### config.mk
export PLATFORM = sky130hd
export DESIGN_NAME = jmbg_validate_generate_registry_unit
export DESIGN_NICKNAME = d
export VERILOG_FILES = /design/src/jmbg_pkg.sv /design/src/jmbg_b2d.sv /design/src/jmbg_mod11.sv /design/src/jmbg_validate_generate_registry_unit.sv
export SDC_FILE = /design/constraint.sdc
export NUM_CORES = 2
export LEC_CHECK = 0
export ABC_CLOCK_PERIOD_IN_PS = 23300
export BUFFER_PORTS_ARGS = -buffer_cell sky130_fd_sc_hd__buf_2
export CORE_AREA = 3 3 612 614
export DETAILED_ROUTE_END_ITERATION = 8
export DIE_AREA = 0 0 615 617
export GPL_TIMING_DRIVEN = 1
export PLACE_DENSITY = 0.62
export SETUP_SLACK_MARGIN = 0.1
export SYNTH_ARGS = -nofsm -noshare
export SYNTH_HDL_FRONTEND = slang
export SYNTH_HIERARCHICAL = 1
export SYNTH_SLANG_ARGS = --single-unit
### constraint.sdc
create_clock -name clk -period 23.3 [get_ports clk]
set_input_delay 4.66 -clock clk [delete_from_list [all_inputs] [get_ports clk]]
set_output_delay 4.66 -clock clk [all_outputs]
set_load 0.01 [all_outputs]
### src/jmbg_pkg.sv
// Shared types, codes and small helper functions for the citizen number registry.
`timescale 1ns / 1ps
package jmbg_pkg;

  localparam int NUM_W   = 44;
  localparam int NDIGITS = 14;
  localparam int BCD_W   = 4 * NDIGITS;
  localparam int YEAR_W  = 14;

  localparam logic [1:0] MODE_CHECK    = 2'd0;
  localparam logic [1:0] MODE_GENERATE = 2'd1;
  localparam logic [1:0] MODE_RELEASE  = 2'd2;

  localparam logic [2:0] ST_OK         = 3'd0;
  localparam logic [2:0] ST_BAD_NUMBER = 3'd1;
  localparam logic [2:0] ST_DUPLICATE  = 3'd2;
  localparam logic [2:0] ST_BAD_DATA   = 3'd3;
  localparam logic [2:0] ST_FULL       = 3'd4;
  localparam logic [2:0] ST_EXHAUSTED  = 3'd5;
  localparam logic [2:0] ST_NOT_FOUND  = 3'd6;

  localparam logic [0:0] CFG_MIN_YEAR = 1'b0;
  localparam logic [0:0] CFG_MAX_YEAR = 1'b1;

  localparam logic [YEAR_W-1:0] MIN_YEAR_RST = 14'd1917;
  localparam logic [YEAR_W-1:0] MAX_YEAR_RST = 14'd2017;

  typedef logic [12:0][3:0] digits_t;
  typedef logic [11:0][3:0] payload_digits_t;

  // check digit weights, most significant digit first
  function automatic logic [3:0] weight(input logic [3:0] i);
    logic [3:0] w;
    case (i)
      4'd0, 4'd6:  w = 4'd7;
      4'd1, 4'd7:  w = 4'd6;
      4'd2, 4'd8:  w = 4'd5;
      4'd3, 4'd9:  w = 4'd4;
      4'd4, 4'd10: w = 4'd3;
      4'd5, 4'd11: w = 4'd2;
      default:     w = 4'd0;
    endcase
    return w;
  endfunction

  // reduce a value below 77 modulo 11
  function automatic logic [3:0] red11(input logic [6:0] x);
    logic [6:0] v;
    v = x;
    for (int j = 0; j < 6; j++) begin
      if (v >= 7'd11) v = v - 7'd11;
    end
    return v[3:0];
  endfunction

  // tens and ones of a value below 100
  function automatic logic [7:0] split10(input logic [6:0] x);
    logic [3:0] q;
    logic [6:0] r;
    q = 4'd0;
    for (int j = 1; j < 10; j++) begin
      if (x >= 7'(10 * j)) q = q + 4'd1;
    end
    r = x - 7'(q) * 7'd10;
    return {q, r[3:0]};
  endfunction

  // leap year from decimal digits: th hu te on, where th*10+hu = year/100 mod 4 class
  function automatic logic leap(input logic [3:0] th, input logic [3:0] hu,
                                input logic [3:0] te, input logic [3:0] on);
    logic [5:0] lo;
    logic [5:0] hi;
    lo = 6'({te, 1'b0}) + 6'(on);
    hi = 6'({th, 1'b0}) + 6'(hu);
    if (te == 4'd0 && on == 4'd0) return hi[1:0] == 2'd0;
    return lo[1:0] == 2'd0;
  endfunction

  function automatic logic date_ok(input logic [6:0] d, input logic [6:0] m, input logic lp);
    logic [4:0] lim;
    case (m)
      7'd2:                    lim = lp ? 5'd29 : 5'd28;
      7'd4, 7'd6, 7'd9, 7'd11: lim = 5'd30;
      default:                 lim = 5'd31;
    endcase
    return d != 7'd0 && m != 7'd0 && m <= 7'd12 && d <= 7'(lim);
  endfunction

endpackage

### src/jmbg_b2d.sv
// Serial binary to BCD converter, one input bit per cycle (shift and add-3).
`timescale 1ns / 1ps
module jmbg_b2d (
  input  logic                         clk,
  input  logic                         rst,
  input  logic                         start,
  input  logic [jmbg_pkg::NUM_W-1:0]   value,
  output logic                         done,
  output logic [jmbg_pkg::BCD_W-1:0]   bcd
);

  logic [jmbg_pkg::NUM_W-1:0] sh;
  logic [5:0]                 cnt;
  logic                       busy;
  logic [jmbg_pkg::BCD_W-1:0] adj;

  always_comb begin
    for (int j = 0; j < jmbg_pkg::NDIGITS; j++) begin
      adj[4*j +: 4] = (bcd[4*j +: 4] >= 4'd5) ? bcd[4*j +: 4] + 4'd3 : bcd[4*j +: 4];
    end
  end

  always_ff @(posedge clk) begin
    done <= 1'b0;
    if (rst) begin
      busy <= 1'b0;
      cnt  <= '0;
    end else if (start) begin
      busy <= 1'b1;
      cnt  <= '0;
      sh   <= value;
      bcd  <= '0;
    end else if (busy) begin
      bcd <= {adj[jmbg_pkg::BCD_W-2:0], sh[jmbg_pkg::NUM_W-1]};
      sh  <= {sh[jmbg_pkg::NUM_W-2:0], 1'b0};
      cnt <= cnt + 6'd1;
      if (cnt == 6'(jmbg_pkg::NUM_W - 1)) begin
        busy <= 1'b0;
        done <= 1'b1;
      end
    end
  end

endmodule

### src/jmbg_mod11.sv
// Weighted mod-11 check digit, one digit per cycle over twelve digits.
`timescale 1ns / 1ps
module jmbg_mod11 (
  input  logic                             clk,
  input  logic                             rst,
  input  logic                             start,
  input  jmbg_pkg::payload_digits_t        dg,
  output logic                             done,
  output logic [3:0]                       chk
);

  logic [3:0] s;
  logic [3:0] i;
  logic       busy;
  logic [6:0] sum;

  assign sum = 7'(s) + 7'(jmbg_pkg::weight(i)) * 7'(dg[i]);
  // 11 - s, with a zero remainder giving 0
  assign chk = (s == 4'd0) ? 4'd0 : 4'd11 - s;

  always_ff @(posedge clk) begin
    done <= 1'b0;
    if (rst) begin
      busy <= 1'b0;
      i    <= '0;
      s    <= '0;
    end else if (start) begin
      busy <= 1'b1;
      i    <= '0;
      s    <= '0;
    end else if (busy) begin
      s <= jmbg_pkg::red11(sum);
      i <= i + 4'd1;
      if (i == 4'd11) begin
        busy <= 1'b0;
        done <= 1'b1;
      end
    end
  end

endmodule

### src/jmbg_validate_generate_registry_unit.sv
// Citizen number registry: check, generate and release numbers under a sequencer.
// Usage:
//   Input channel (in_valid / in_stall) carries one request: mode, citizen_number
//   and the generate fields. Output channel (out_valid / out_stall) returns one
//   result per request: status, number and decoded fields.
//   cfg_write with cfg_index 0 or 1 sets the lowest / highest accepted birth year.
// Timing:
//   in_stall is high from acceptance until the result is moved to the output
//   register; one request is worked on at a time, so latency sets throughput.
//   Check: BCD conversion, evaluation, check digit, then a read and a compare
//   per registry entry searched and a last read step to end the search.
//   Generate: conversion, evaluation, then per tried code the check digit, forming
//   the binary number and a read and a compare per entry searched.
//   Release: a read and a compare per entry searched; a hit adds a read and a move.
//   Every request ends by loading the output register once it is free.
// Reset clears the registry count, the year bounds to 1917..2017 and both channels.
// A stalled result stays in the output register; the next request can be
// taken meanwhile and its result waits until the register frees up.
`timescale 1ns / 1ps
module jmbg_validate_generate_registry_unit #(
  parameter int REGISTRY_DEPTH = 64
) (
  input  logic         clk,
  input  logic         rst,
  input  logic         cfg_write,
  input  logic [0:0]   cfg_index,
  input  logic [13:0]  cfg_data,
  input  logic         in_valid,
  output logic         in_stall,
  input  logic [1:0]   mode,
  input  logic [43:0]  citizen_number,
  input  logic [4:0]   birth_day,
  input  logic [3:0]   birth_month,
  input  logic [13:0]  birth_year,
  input  logic [6:0]   region_code,
  input  logic         is_female,
  output logic         out_valid,
  input  logic         out_stall,
  output logic [2:0]   status,
  output logic [43:0]  number_out,
  output logic [4:0]   day_out,
  output logic [3:0]   month_out,
  output logic [13:0]  year_out,
  output logic [6:0]   region_out,
  output logic         female_out
);

  localparam int CW = $clog2(REGISTRY_DEPTH + 1);
  localparam int AW = (REGISTRY_DEPTH > 1) ? $clog2(REGISTRY_DEPTH) : 1;

  localparam logic [3:0] S_IDLE = 4'd0;
  localparam logic [3:0] S_CONV = 4'd1;
  localparam logic [3:0] S_EVAL = 4'd2;
  localparam logic [3:0] S_CHK  = 4'd3;
  localparam logic [3:0] S_BIN  = 4'd4;
  localparam logic [3:0] S_RD   = 4'd5;
  localparam logic [3:0] S_CMP  = 4'd6;
  localparam logic [3:0] S_LAST = 4'd7;
  localparam logic [3:0] S_MOVE = 4'd8;
  localparam logic [3:0] S_OUT  = 4'd9;

  logic [3:0]  state;
  logic [13:0] min_year;
  logic [13:0] max_year;
  logic [CW-1:0] count;
  logic [CW-1:0] idx;
  logic [CW-1:0] cm1;

  logic [1:0]  r_mode;
  logic [4:0]  r_day;
  logic [3:0]  r_month;
  logic [13:0] r_year;
  logic [6:0]  r_region;
  logic        r_female;
  logic [43:0] key;
  logic [43:0] acc;
  logic [43:0] acc_next;
  logic [3:0]  bidx;
  jmbg_pkg::digits_t dg;
  jmbg_pkg::digits_t nd;

  logic [2:0]  res_status;
  logic [43:0] res_num;
  logic [4:0]  res_day;
  logic [3:0]  res_month;
  logic [13:0] res_year;
  logic [6:0]  res_region;
  logic        res_female;

  logic        conv_start;
  logic        conv_done;
  logic [jmbg_pkg::BCD_W-1:0] bcd;
  logic        chk_start;
  logic        chk_done;
  logic [3:0]  chk;

  logic [43:0] mem [REGISTRY_DEPTH];
  logic [43:0] rdata;
  logic [AW-1:0] rd_addr;
  logic [AW-1:0] waddr;
  logic [43:0] wdata;
  logic        mem_we;
  logic        full;
  logic        store_now;

  // decoded fields, check mode
  logic [6:0]  d0, m0, r0;
  logic [3:0]  thou;
  logic [13:0] y0;
  logic        ok0;
  // generate mode
  logic        ok1;
  logic [7:0]  dsp, msp, rsp;
  logic        k_last;
  logic [3:0]  k0n, k1n, k2n;

  jmbg_b2d u_b2d (
    .clk   (clk),
    .rst   (rst),
    .start (conv_start),
    .value (key),
    .done  (conv_done),
    .bcd   (bcd)
  );

  jmbg_mod11 u_mod11 (
    .clk   (clk),
    .rst   (rst),
    .start (chk_start),
    .dg    (dg[11:0]),
    .done  (chk_done),
    .chk   (chk)
  );

  always_comb begin
    for (int i = 0; i < 13; i++) begin
      nd[i] = bcd[4*(12-i) +: 4];
    end
    d0   = 7'(nd[0]) * 7'd10 + 7'(nd[1]);
    m0   = 7'(nd[2]) * 7'd10 + 7'(nd[3]);
    r0   = 7'(nd[7]) * 7'd10 + 7'(nd[8]);
    thou = (nd[4] == 4'd9) ? 4'd1 : ((nd[4] == 4'd0) ? 4'd2 : 4'd0);
    y0   = 14'(thou) * 14'd1000 + 14'(nd[4]) * 14'd100 + 14'(nd[5]) * 14'd10 + 14'(nd[6]);
    ok0  = bcd[55:52] == 4'd0 && (nd[0] != 4'd0 || nd[1] != 4'd0) &&
           jmbg_pkg::date_ok(d0, m0, jmbg_pkg::leap(thou, nd[4], nd[5], nd[6])) &&
           y0 >= min_year && y0 <= max_year;
    ok1  = r_year != 14'd0 && r_region <= 7'd99 &&
           jmbg_pkg::date_ok(7'(r_day), 7'(r_month),
                             jmbg_pkg::leap(bcd[15:12], bcd[11:8], bcd[7:4], bcd[3:0]));
    dsp  = jmbg_pkg::split10(7'(r_day));
    msp  = jmbg_pkg::split10(7'(r_month));
    rsp  = jmbg_pkg::split10(r_region);
    // code digits kkk live in dg[9..11]
    k_last = dg[9] == 4'd9 && dg[10] == 4'd9 && dg[11] == 4'd9;
    k2n = (dg[11] == 4'd9) ? 4'd0 : dg[11] + 4'd1;
    k1n = (dg[11] == 4'd9) ? ((dg[10] == 4'd9) ? 4'd0 : dg[10] + 4'd1) : dg[10];
    k0n = (dg[11] == 4'd9 && dg[10] == 4'd9) ? dg[9] + 4'd1 : dg[9];
    acc_next = (acc << 3) + (acc << 1) + 44'(dg[bidx]);
  end

  assign in_stall  = state != S_IDLE;
  assign full      = count == CW'(REGISTRY_DEPTH);
  assign cm1       = count - CW'(1);
  assign store_now = state == S_RD && idx == count &&
                     ((r_mode == jmbg_pkg::MODE_CHECK && !full) ||
                      r_mode == jmbg_pkg::MODE_GENERATE);
  assign mem_we    = store_now || state == S_MOVE;
  assign waddr     = (state == S_MOVE) ? idx[AW-1:0] : count[AW-1:0];
  assign wdata     = (state == S_MOVE) ? rdata : key;
  assign rd_addr   = (state == S_LAST) ? cm1[AW-1:0] : idx[AW-1:0];

  always_ff @(posedge clk) begin
    if (mem_we) mem[waddr] <= wdata;
    rdata <= mem[rd_addr];
  end

  always_ff @(posedge clk) begin
    if (rst) begin
      min_year <= jmbg_pkg::MIN_YEAR_RST;
      max_year <= jmbg_pkg::MAX_YEAR_RST;
    end else if (cfg_write) begin
      case (cfg_index)
        jmbg_pkg::CFG_MIN_YEAR: min_year <= cfg_data;
        jmbg_pkg::CFG_MAX_YEAR: max_year <= cfg_data;
        default: ;
      endcase
    end
  end

  always_ff @(posedge clk) begin
    conv_start <= 1'b0;
    chk_start  <= 1'b0;
    if (rst) begin
      state     <= S_IDLE;
      count     <= '0;
      out_valid <= 1'b0;
    end else begin
      if (out_valid && !out_stall) out_valid <= 1'b0;
      case (state)
        S_IDLE: begin
          if (in_valid) begin
            r_mode     <= mode;
            r_day      <= birth_day;
            r_month    <= birth_month;
            r_year     <= birth_year;
            r_region   <= region_code;
            r_female   <= is_female;
            res_status <= jmbg_pkg::ST_OK;
            res_num    <= '0;
            res_day    <= '0;
            res_month  <= '0;
            res_year   <= '0;
            res_region <= '0;
            res_female <= 1'b0;
            idx        <= '0;
            key        <= (mode == jmbg_pkg::MODE_GENERATE) ? 44'(birth_year) : citizen_number;
            case (mode)
              jmbg_pkg::MODE_CHECK, jmbg_pkg::MODE_GENERATE: begin
                conv_start <= 1'b1;
                state      <= S_CONV;
              end
              jmbg_pkg::MODE_RELEASE: state <= S_RD;
              default: begin
                res_status <= jmbg_pkg::ST_BAD_DATA;
                state      <= S_OUT;
              end
            endcase
          end
        end
        S_CONV: begin
          if (conv_done) state <= S_EVAL;
        end
        S_EVAL: begin
          if (r_mode == jmbg_pkg::MODE_CHECK) begin
            if (!ok0) begin
              res_status <= jmbg_pkg::ST_BAD_NUMBER;
              state      <= S_OUT;
            end else begin
              dg        <= nd;
              chk_start <= 1'b1;
              state     <= S_CHK;
            end
          end else if (!ok1) begin
            res_status <= jmbg_pkg::ST_BAD_DATA;
            state      <= S_OUT;
          end else if (full) begin
            res_status <= jmbg_pkg::ST_FULL;
            state      <= S_OUT;
          end else begin
            dg[0]     <= dsp[7:4];
            dg[1]     <= dsp[3:0];
            dg[2]     <= msp[7:4];
            dg[3]     <= msp[3:0];
            dg[4]     <= bcd[11:8];
            dg[5]     <= bcd[7:4];
            dg[6]     <= bcd[3:0];
            dg[7]     <= rsp[7:4];
            dg[8]     <= rsp[3:0];
            dg[9]     <= r_female ? 4'd5 : 4'd0;
            dg[10]    <= 4'd0;
            dg[11]    <= 4'd0;
            dg[12]    <= 4'd0;
            chk_start <= 1'b1;
            state     <= S_CHK;
          end
        end
        S_CHK: begin
          if (chk_done) begin
            if (r_mode == jmbg_pkg::MODE_CHECK) begin
              if (chk == dg[12]) begin
                state <= S_RD;
              end else begin
                res_status <= jmbg_pkg::ST_BAD_NUMBER;
                state      <= S_OUT;
              end
            end else if (chk == 4'd10) begin
              if (k_last) begin
                res_status <= jmbg_pkg::ST_EXHAUSTED;
                state      <= S_OUT;
              end else begin
                dg[9]     <= k0n;
                dg[10]    <= k1n;
                dg[11]    <= k2n;
                chk_start <= 1'b1;
              end
            end else begin
              dg[12] <= chk;
              acc    <= '0;
              bidx   <= '0;
              state  <= S_BIN;
            end
          end
        end
        S_BIN: begin
          acc  <= acc_next;
          bidx <= bidx + 4'd1;
          if (bidx == 4'd12) begin
            key   <= acc_next;
            idx   <= '0;
            state <= S_RD;
          end
        end
        S_RD: begin
          if (idx == count) begin
            state <= S_OUT;
            case (r_mode)
              jmbg_pkg::MODE_CHECK: begin
                if (full) begin
                  res_status <= jmbg_pkg::ST_FULL;
                end else begin
                  count      <= count + CW'(1);
                  res_num    <= key;
                  res_day    <= d0[4:0];
                  res_month  <= m0[3:0];
                  res_year   <= y0;
                  res_region <= r0;
                  res_female <= dg[9] >= 4'd5;
                end
              end
              jmbg_pkg::MODE_GENERATE: begin
                count   <= count + CW'(1);
                res_num <= key;
              end
              default: res_status <= jmbg_pkg::ST_NOT_FOUND;
            endcase
          end else begin
            state <= S_CMP;
          end
        end
        S_CMP: begin
          if (rdata == key) begin
            case (r_mode)
              jmbg_pkg::MODE_CHECK: begin
                res_status <= jmbg_pkg::ST_DUPLICATE;
                state      <= S_OUT;
              end
              jmbg_pkg::MODE_GENERATE: begin
                if (k_last) begin
                  res_status <= jmbg_pkg::ST_EXHAUSTED;
                  state      <= S_OUT;
                end else begin
                  dg[9]     <= k0n;
                  dg[10]    <= k1n;
                  dg[11]    <= k2n;
                  chk_start <= 1'b1;
                  state     <= S_CHK;
                end
              end
              default: state <= S_LAST;
            endcase
          end else begin
            idx   <= idx + CW'(1);
            state <= S_RD;
          end
        end
        S_LAST: state <= S_MOVE;
        S_MOVE: begin
          // last entry overwrites the released one
          count   <= cm1;
          res_num <= key;
          state   <= S_OUT;
        end
        S_OUT: begin
          if (!out_valid || !out_stall) begin
            out_valid  <= 1'b1;
            status     <= res_status;
            number_out <= res_num;
            day_out    <= res_day;
            month_out  <= res_month;
            year_out   <= res_year;
            region_out <= res_region;
            female_out <= res_female;
            state      <= S_IDLE;
          end
        end
        default: state <= S_IDLE;
      endcase
    end
  end

`ifndef SYNTHESIS
  a_count_bound: assert property (@(posedge clk) disable iff (rst)
    count <= CW'(REGISTRY_DEPTH))
    else $error("registry count beyond depth");

  a_busy_after_accept: assert property (@(posedge clk) disable iff (rst)
    (in_valid && !in_stall) |=> in_stall)
    else $error("transaction accepted but block not busy");

  a_move_nonempty: assert property (@(posedge clk) disable iff (rst)
    (state == S_MOVE) |-> (count != '0))
    else $error("release from empty registry");

  a_store_room: assert property (@(posedge clk) disable iff (rst)
    store_now |-> !full)
    else $error("store into full registry");
`endif

endmodule

# Word level (Yosys, flattened, before mapping)
# Memories as Yosys holds them, arrays and structs flattened. A register that Yosys moved wholly into a read port is not among the register bits.
# Cells that the tools add are included.
# word_totals
regBits,499
ramBits,2816
mem_bits_ro,48
in_bits,97
out_inout_bits,80
word_cells,529
mem_count,2
# classes
add_sub_neg,60
n_mul,10
order_cmp,47
n_eq_ne,61
n_mux,204
n_bitwise,6
n_reduce_logical,86
# memory_table
memory,words,word_bits,read_ports,rd_clocked_by_memory_dff,wr,line_no,source
mem,64,44,1,1,1,jmbg_validate_generate_registry_unit.sv:97,logic [43:0] mem [REGISTRY_DEPTH];
(no name shown),16,3,1,1,0,jmbg_pkg.sv:34,case (i)
# ops
op,n
44-bit two-way mux,9
4-bit two-way mux,61
52-bit two-way mux,4
7-bit two-way mux,28
44-bit case mux with 2 select lines,2
44-bit case mux with 3 select lines,1
43-bit two-way mux,3
43-bit case mux with 2 select lines,1
"4-bit by 1-bit adder with 4-bit output, second input constant",19
"4-bit by 3-bit greater-or-equal comparator with 1-bit output, second input constant",15
14-bit two-way mux,4
56-bit two-way mux,1
"4-bit by 2-bit adder with 4-bit output, second input constant",13
"7-bit by 4-bit greater-or-equal comparator with 1-bit output, second input constant",7
12-bit two-way mux,4
44-bit by 4-bit adder with 44-bit output,1
44-bit adder,1
"4-bit equality test, second input constant",11
44-bit equality test,1
3-bit two-way mux,14
7-bit case mux with 2 select lines,3
4-bit case mux with 10 select lines,1
4-bit case mux with 2 select lines,5
1-bit two-way mux,39
other kinds (90),226

# Depth between registers and ports, before layout
# logic_depth
depth_word,31
ltp_mapped,44
depth_no_buf,40

# Modules after synthesis
# Netlist, hierarchy kept.
# modules_own_cells
mod,instances,cells_per_inst,area_per_inst_um2,seq_area_each_um2
jmbg_validate_generate_registry_unit,1,10311,135402.4,96462.5
jmbg_b2d,1,459,5556.6,3163.0
jmbg_mod11,1,393,3164.3,260.2

# Worst setup path before layout
# OpenSTA, ideal clock, no wires.
# synth_timing
kind,input to register
startpoint,input rst
endpoint,register day_out[0] (enable)
setup_time_ns,0.626
arrival_time_ns,10.588
required_time_ns,22.674
path_slack_ns,12.086
cell_stages,2
n_path_buf,1
path_cell_list,clkbuf_1 > nor3b_1
# synth_via
elab_chain_cells,2
# synth_lines
element,line_no,source
from (decl),jmbg_validate_generate_registry_unit.sv:24,"input logic rst,"
1-bit NOT (no line),--,
3-bit AND reduction (no line),--,
to (signal assigned),jmbg_validate_generate_registry_unit.sv:368,day_out <= res_day;
to (decl),jmbg_validate_generate_registry_unit.sv:41,"output logic [4:0] day_out,"
# No other way between the ends.
# A chain may end at the register's enable or synchronous reset.

# Worst setup path after layout
# layout_timing
startpoint,register u_mod11.i[0]
endpoint,register u_mod11.s[1]
# layout_via
elab_chain_cells,31
elab_cells_between_ends,37
cone_classes,add/sub (7); mul (1); order compare (6); mux (23)
# layout_lines
element,line_no,source
from (decl),jmbg_mod11.sv:13,logic [3:0] i;
from (signal assigned),jmbg_mod11.sv:33,i <= i + 4'd1;
4-bit binary-select mux with 4-bit select (*),jmbg_mod11.sv:17,assign sum = 7'(s) + 7'(jmbg_pkg::weight(i)) * 7'(dg[i]);
4-bit two-way mux (implied by the code) (*),jmbg_mod11.sv:17,
4-bit by 4-bit multiplier with 7-bit output (*),jmbg_mod11.sv:17,
4-bit by 7-bit adder with 7-bit output (*),jmbg_mod11.sv:17,
7-bit by 4-bit subtractor with 7-bit output or 7-bit by 4-bit greater-or-equal comparator with 1-bit output (tied branches),jmbg_pkg.sv:51,if (v >= 7'd11) v = v - 7'd11;
7-bit two-way mux (*),jmbg_pkg.sv:51,
7-bit two-way mux (*),jmbg_mod11.sv:31,end else if (busy) begin
7-bit two-way mux (*),jmbg_mod11.sv:27,end else if (start) begin
[... 15 more ...],--,
7-bit two-way mux (*),jmbg_mod11.sv:23,if (rst) begin
7-bit by 4-bit subtractor with 7-bit output or 7-bit by 4-bit greater-or-equal comparator with 1-bit output (tied branches),jmbg_pkg.sv:51,
7-bit two-way mux (*),jmbg_pkg.sv:51,
7-bit two-way mux (*),jmbg_mod11.sv:31,
7-bit two-way mux (*),jmbg_mod11.sv:27,
7-bit two-way mux (*),jmbg_mod11.sv:23,
7-bit by 4-bit greater-or-equal comparator with 1-bit output or 4-bit subtractor (tied branches),jmbg_pkg.sv:51,
4-bit two-way mux (*),jmbg_pkg.sv:51,
to (signal assigned),jmbg_mod11.sv:32,s <= jmbg_pkg::red11(sum);
to (decl),jmbg_mod11.sv:12,logic [3:0] s;
# Every way passes the cells marked *; elsewhere a longest branch is shown, timed or not. The select of a mux whose other input is x is not followed.

==> flow_summary_export.csv <==
group,metric,value,unit
global_route,grt.total_usage,0.197,
routing,finalWirelength,386000,um
timing,fin_ws,11.77,ns
clocking,hold_buffers,0,
timing,max_slew_margin,0.0656,
clocking,cts_tree,"yes",
place,pre_cts_slack,11.71,ns
worst_setup_path,rr_endpoint,"u_mod11/s[1]",
floorplanning,core_area,0.369,sq mm
global_route,grt-ovfl-total,0,
global_route,top_usage_layer,"met2",
pwr,p_total,20.4,mW
logic_synthesis,syn_avg_cell_area,12.9,sq um
floorplanning,die_area,0.379,sq mm
global_route,grt_max_degree,144,
floorplanning,placementRows,223,
logic_synthesis,synth_ff_type,"edfxtp_1",
worst_setup_path,r2r_setup_slack,11.77,ns
worst_setup_path,r2r_start,"u_mod11/i[0]",
worst_setup_path,endpoint_kind,"flop",
worst_setup_path,crit_family,"adder cells",
worst_setup_path,critPathKind,"flop to flop",
timing,finalSetupViolCount,0,
logic_synthesis,synth-seq-cells,3362,
finish,finish.utilization,0.437,
place,io_buffers,176,
logic_synthesis,syn_nets,11500,
logic_synthesis,async_reset_ff_frac,0,
global_route,grt_pass1_vias,87400,
clocking,clk_latency,0.95,ns
global_route,use_met2,0.316,
floorplanning,die_y,617,um
logic_synthesis,synthesis.area,0.144,sq mm
pwr,vdd_drop_max,0.324,mV
finish,fin_nets,11600,
timing,hold_viol_final,0,
pwr,leakagePower,53.9,nW
timing,period_needed,11.53,ns
finish,fillers,33000,
finish,final_common_cell,"edfxtp_1",
routing,viasPerCell,5.59,
global_route,grt_pass1_wl,574000,um
clocking,cts_buffers,345,
floorplanning,ios,177,
floorplanning,die_w,615,um
worst_setup_path,crit_top_cell,"ha_1",
routing,first_pass_iters,6,
finish,area_delta_synth_final,12.0,%
worst_setup_path,required,24.09,ns
place,place.gp.congestion,0.834,
timing,slew_violations,0,
logic_synthesis,synth_edf_count,3255,
worst_setup_path,crit_slowest_cell,"dfxtp_1",
logic_synthesis,ys_seq_area_frac,0.693,
hold_path,hold_end,"year_out[5]",
clocking,post_cts_buffers,0,
worst_setup_path,cp.buffers_inverters,4,
timing,period_share,0.495,
timing,fin_skew,0.0915,ns
hold_path,min_path_type,"flop to flop",
timing,rsz0062_at_grt,"no",
hold_path,hold_depth,0,
logic_synthesis,synth_cells,11200,
hold_path,hp-start,"res_year[5]",
clocking,cts.clk_slew.worst_paths,0.06,ns
timing,worstMarginPinSlew,1.39,ns
worst_setup_path,cp.arrival,12.32,ns
timing,timing.setup.tns,0,ns
finish,layout_common_cells,"edfxtp_1 (3255), nand2_1 (2479), nand3_1 (771), a311oi_1 (530), a211oi_1 (496)",
clocking,clockRootBuffer,"clkbuf_16",
logic_synthesis,ys_warn_count,6,
timing,max_clock_freq,0.0867,GHz
clocking,htree_levels,5,
clocking,clock_sinks,3362,
worst_setup_path,cp_slowest_stage_delay,0.96,ns
floorplanning,initial_core_util,0.390,
routing,drtIter0Drc,9344,
global_route,met1_usage,0.281,
place,place_hpwl,215000,um
clocking,post_cts_resized,0,
logic_synthesis,ys_types,108,
worst_setup_path,start_kind,"flop",
routing,antenna_left,0,
job,maxCapViolCount,0,
pwr,powerDensity,127,mW/mm^2
global_route,antenna_found_initial,17,
global_route,use_met3,0.0309,
routing,via_count,91800,
routing,post-route-drc-count,0,
worst_setup_path,ff2ff_path_depth,39,
routing,avgRoutedWirePerCell,23.5,um
worst_setup_path,cp_max_fo,15,
status,status,"completed",
clocking,ctsLongestPathBuffers,4,
finish,drive_gt1_frac,0.101,
## cell usage after synthesis, drive strengths merged (62+ instances only)
| library cell | n | area, sq um |
|---|---|---|
| nor3 | 66 | 335 |
| and2 | 409 | 2560 |
| buf | 294 | 1610 |
| o21ai | 164 | 825 |
| mux2 | 82 | 923 |
| edfxtp | 3255 | 97700 |
| nor2b | 68 | 425 |
| nand3 | 774 | 3880 |
| dfxtp | 107 | 2140 |
| inv | 153 | 574 |
| xnor2 | 127 | 1130 |
| a21oi | 352 | 1780 |
| ha | 246 | 3080 |
| xor2 | 62 | 562 |
| a311oi | 531 | 4670 |
| nor2 | 319 | 1200 |
| nand2 | 2523 | 9470 |
| a31oi | 197 | 1240 |
| clkbuf | 443 | 1670 |
| a211oi | 499 | 3770 |
## flip-flops by register name, indices dropped and copies added (netlist names), 5 cells and up, named ones only
name	cells
r_year	14
acc	43
u_b2d/cnt	6
mem	2816
key	44
dg	52
res_num	44
idx	7
rdata	44
r_day	5
u_b2d/bcd	56
min_year	14
res_region	7
region_out	7
count	7
year_out	14
max_year	14
number_out	44
r_region	7
res_year	14
day_out	5
u_b2d/sh	44
res_day	5
## cells by family after synthesis
kind of cell               after synthesis  synth area share
AOI/OAI and AO/OA                     1971            0.0980
xor gates and xnor gates               191            0.0120
adders and majority gates              269            0.0246
buffers and inverters                  891            0.0268
DFF                                   3362             0.693
muxes                                  145            0.0131
other                                    1         0.0000260
and+or+nand+nor                       4333             0.132
## report_power, final
part           switching (mW)  internal, mW
Combinational            4.98          2.27
Sequential              0.219          7.64
Clock                    2.30          3.01
## per-layer routing
layer  wire [um]  vias up
met1      168000    46100
met2      178000     3295
met3       30500      563
li1            -    41900
met4        9330        0
met5           0        -
## worst reg2reg max path, delay by kind of cell, from the launching register on
kind | cells | cell delay [ns]
flops | 1 | 0.96
mux | 6 | 2.41
fa+ha+maj | 9 | 3.06
buf+inv | 4 | 0.52
compound gates | 9 | 2.02
simple gates | 8 | 1.64
xor+xnor | 3 | 0.87
## worst max-delay path by stage
stage | from | endpoint | slack (ns) | cells past startpoint
finish | u_mod11/i[0] | u_mod11/s[1] | 11.77 | 39
global route | u_mod11/i[0] | u_mod11/s[0] | 10.86 | 39
floorplan | rst | day_out[0] | 12.09 | 2
CTS | u_mod11/i[0] | u_mod11/s[1] | 11.63 | 39
global placement | u_mod11/i[0] | u_mod11/s[1] | 11.57 | 39
detailed placement | u_mod11/i[0] | u_mod11/s[1] | 11.71 | 39
## per-stage QoR
stage                     instances  cell area, sq um  hold WS [ns]
after floorplan               11200            144000         0.400
after global placement        15800            151000         0.401
after detailed placement      15800            151000         0.405
after CTS                     16400            161000         0.416
after global routing          16400            161000         0.421
final                         16400            161000         0.413
## final cells by class
cell class,instances,area (sq um),share of cell area
Antenna cell,4,10.0,0.0000620
Inverter,154,578,0.00358
Multi-Input combinational cell,6910,41100,0.255
Sequential cell,3362,99900,0.619
Clock buffer,440,9220,0.0571
Timing Repair Buffer,425,2850,0.0177
Tap cell,4950,6190,0.0384
Clock inverter,180,1540,0.00956
No activity file was read; power rests on OpenSTA's default activity.
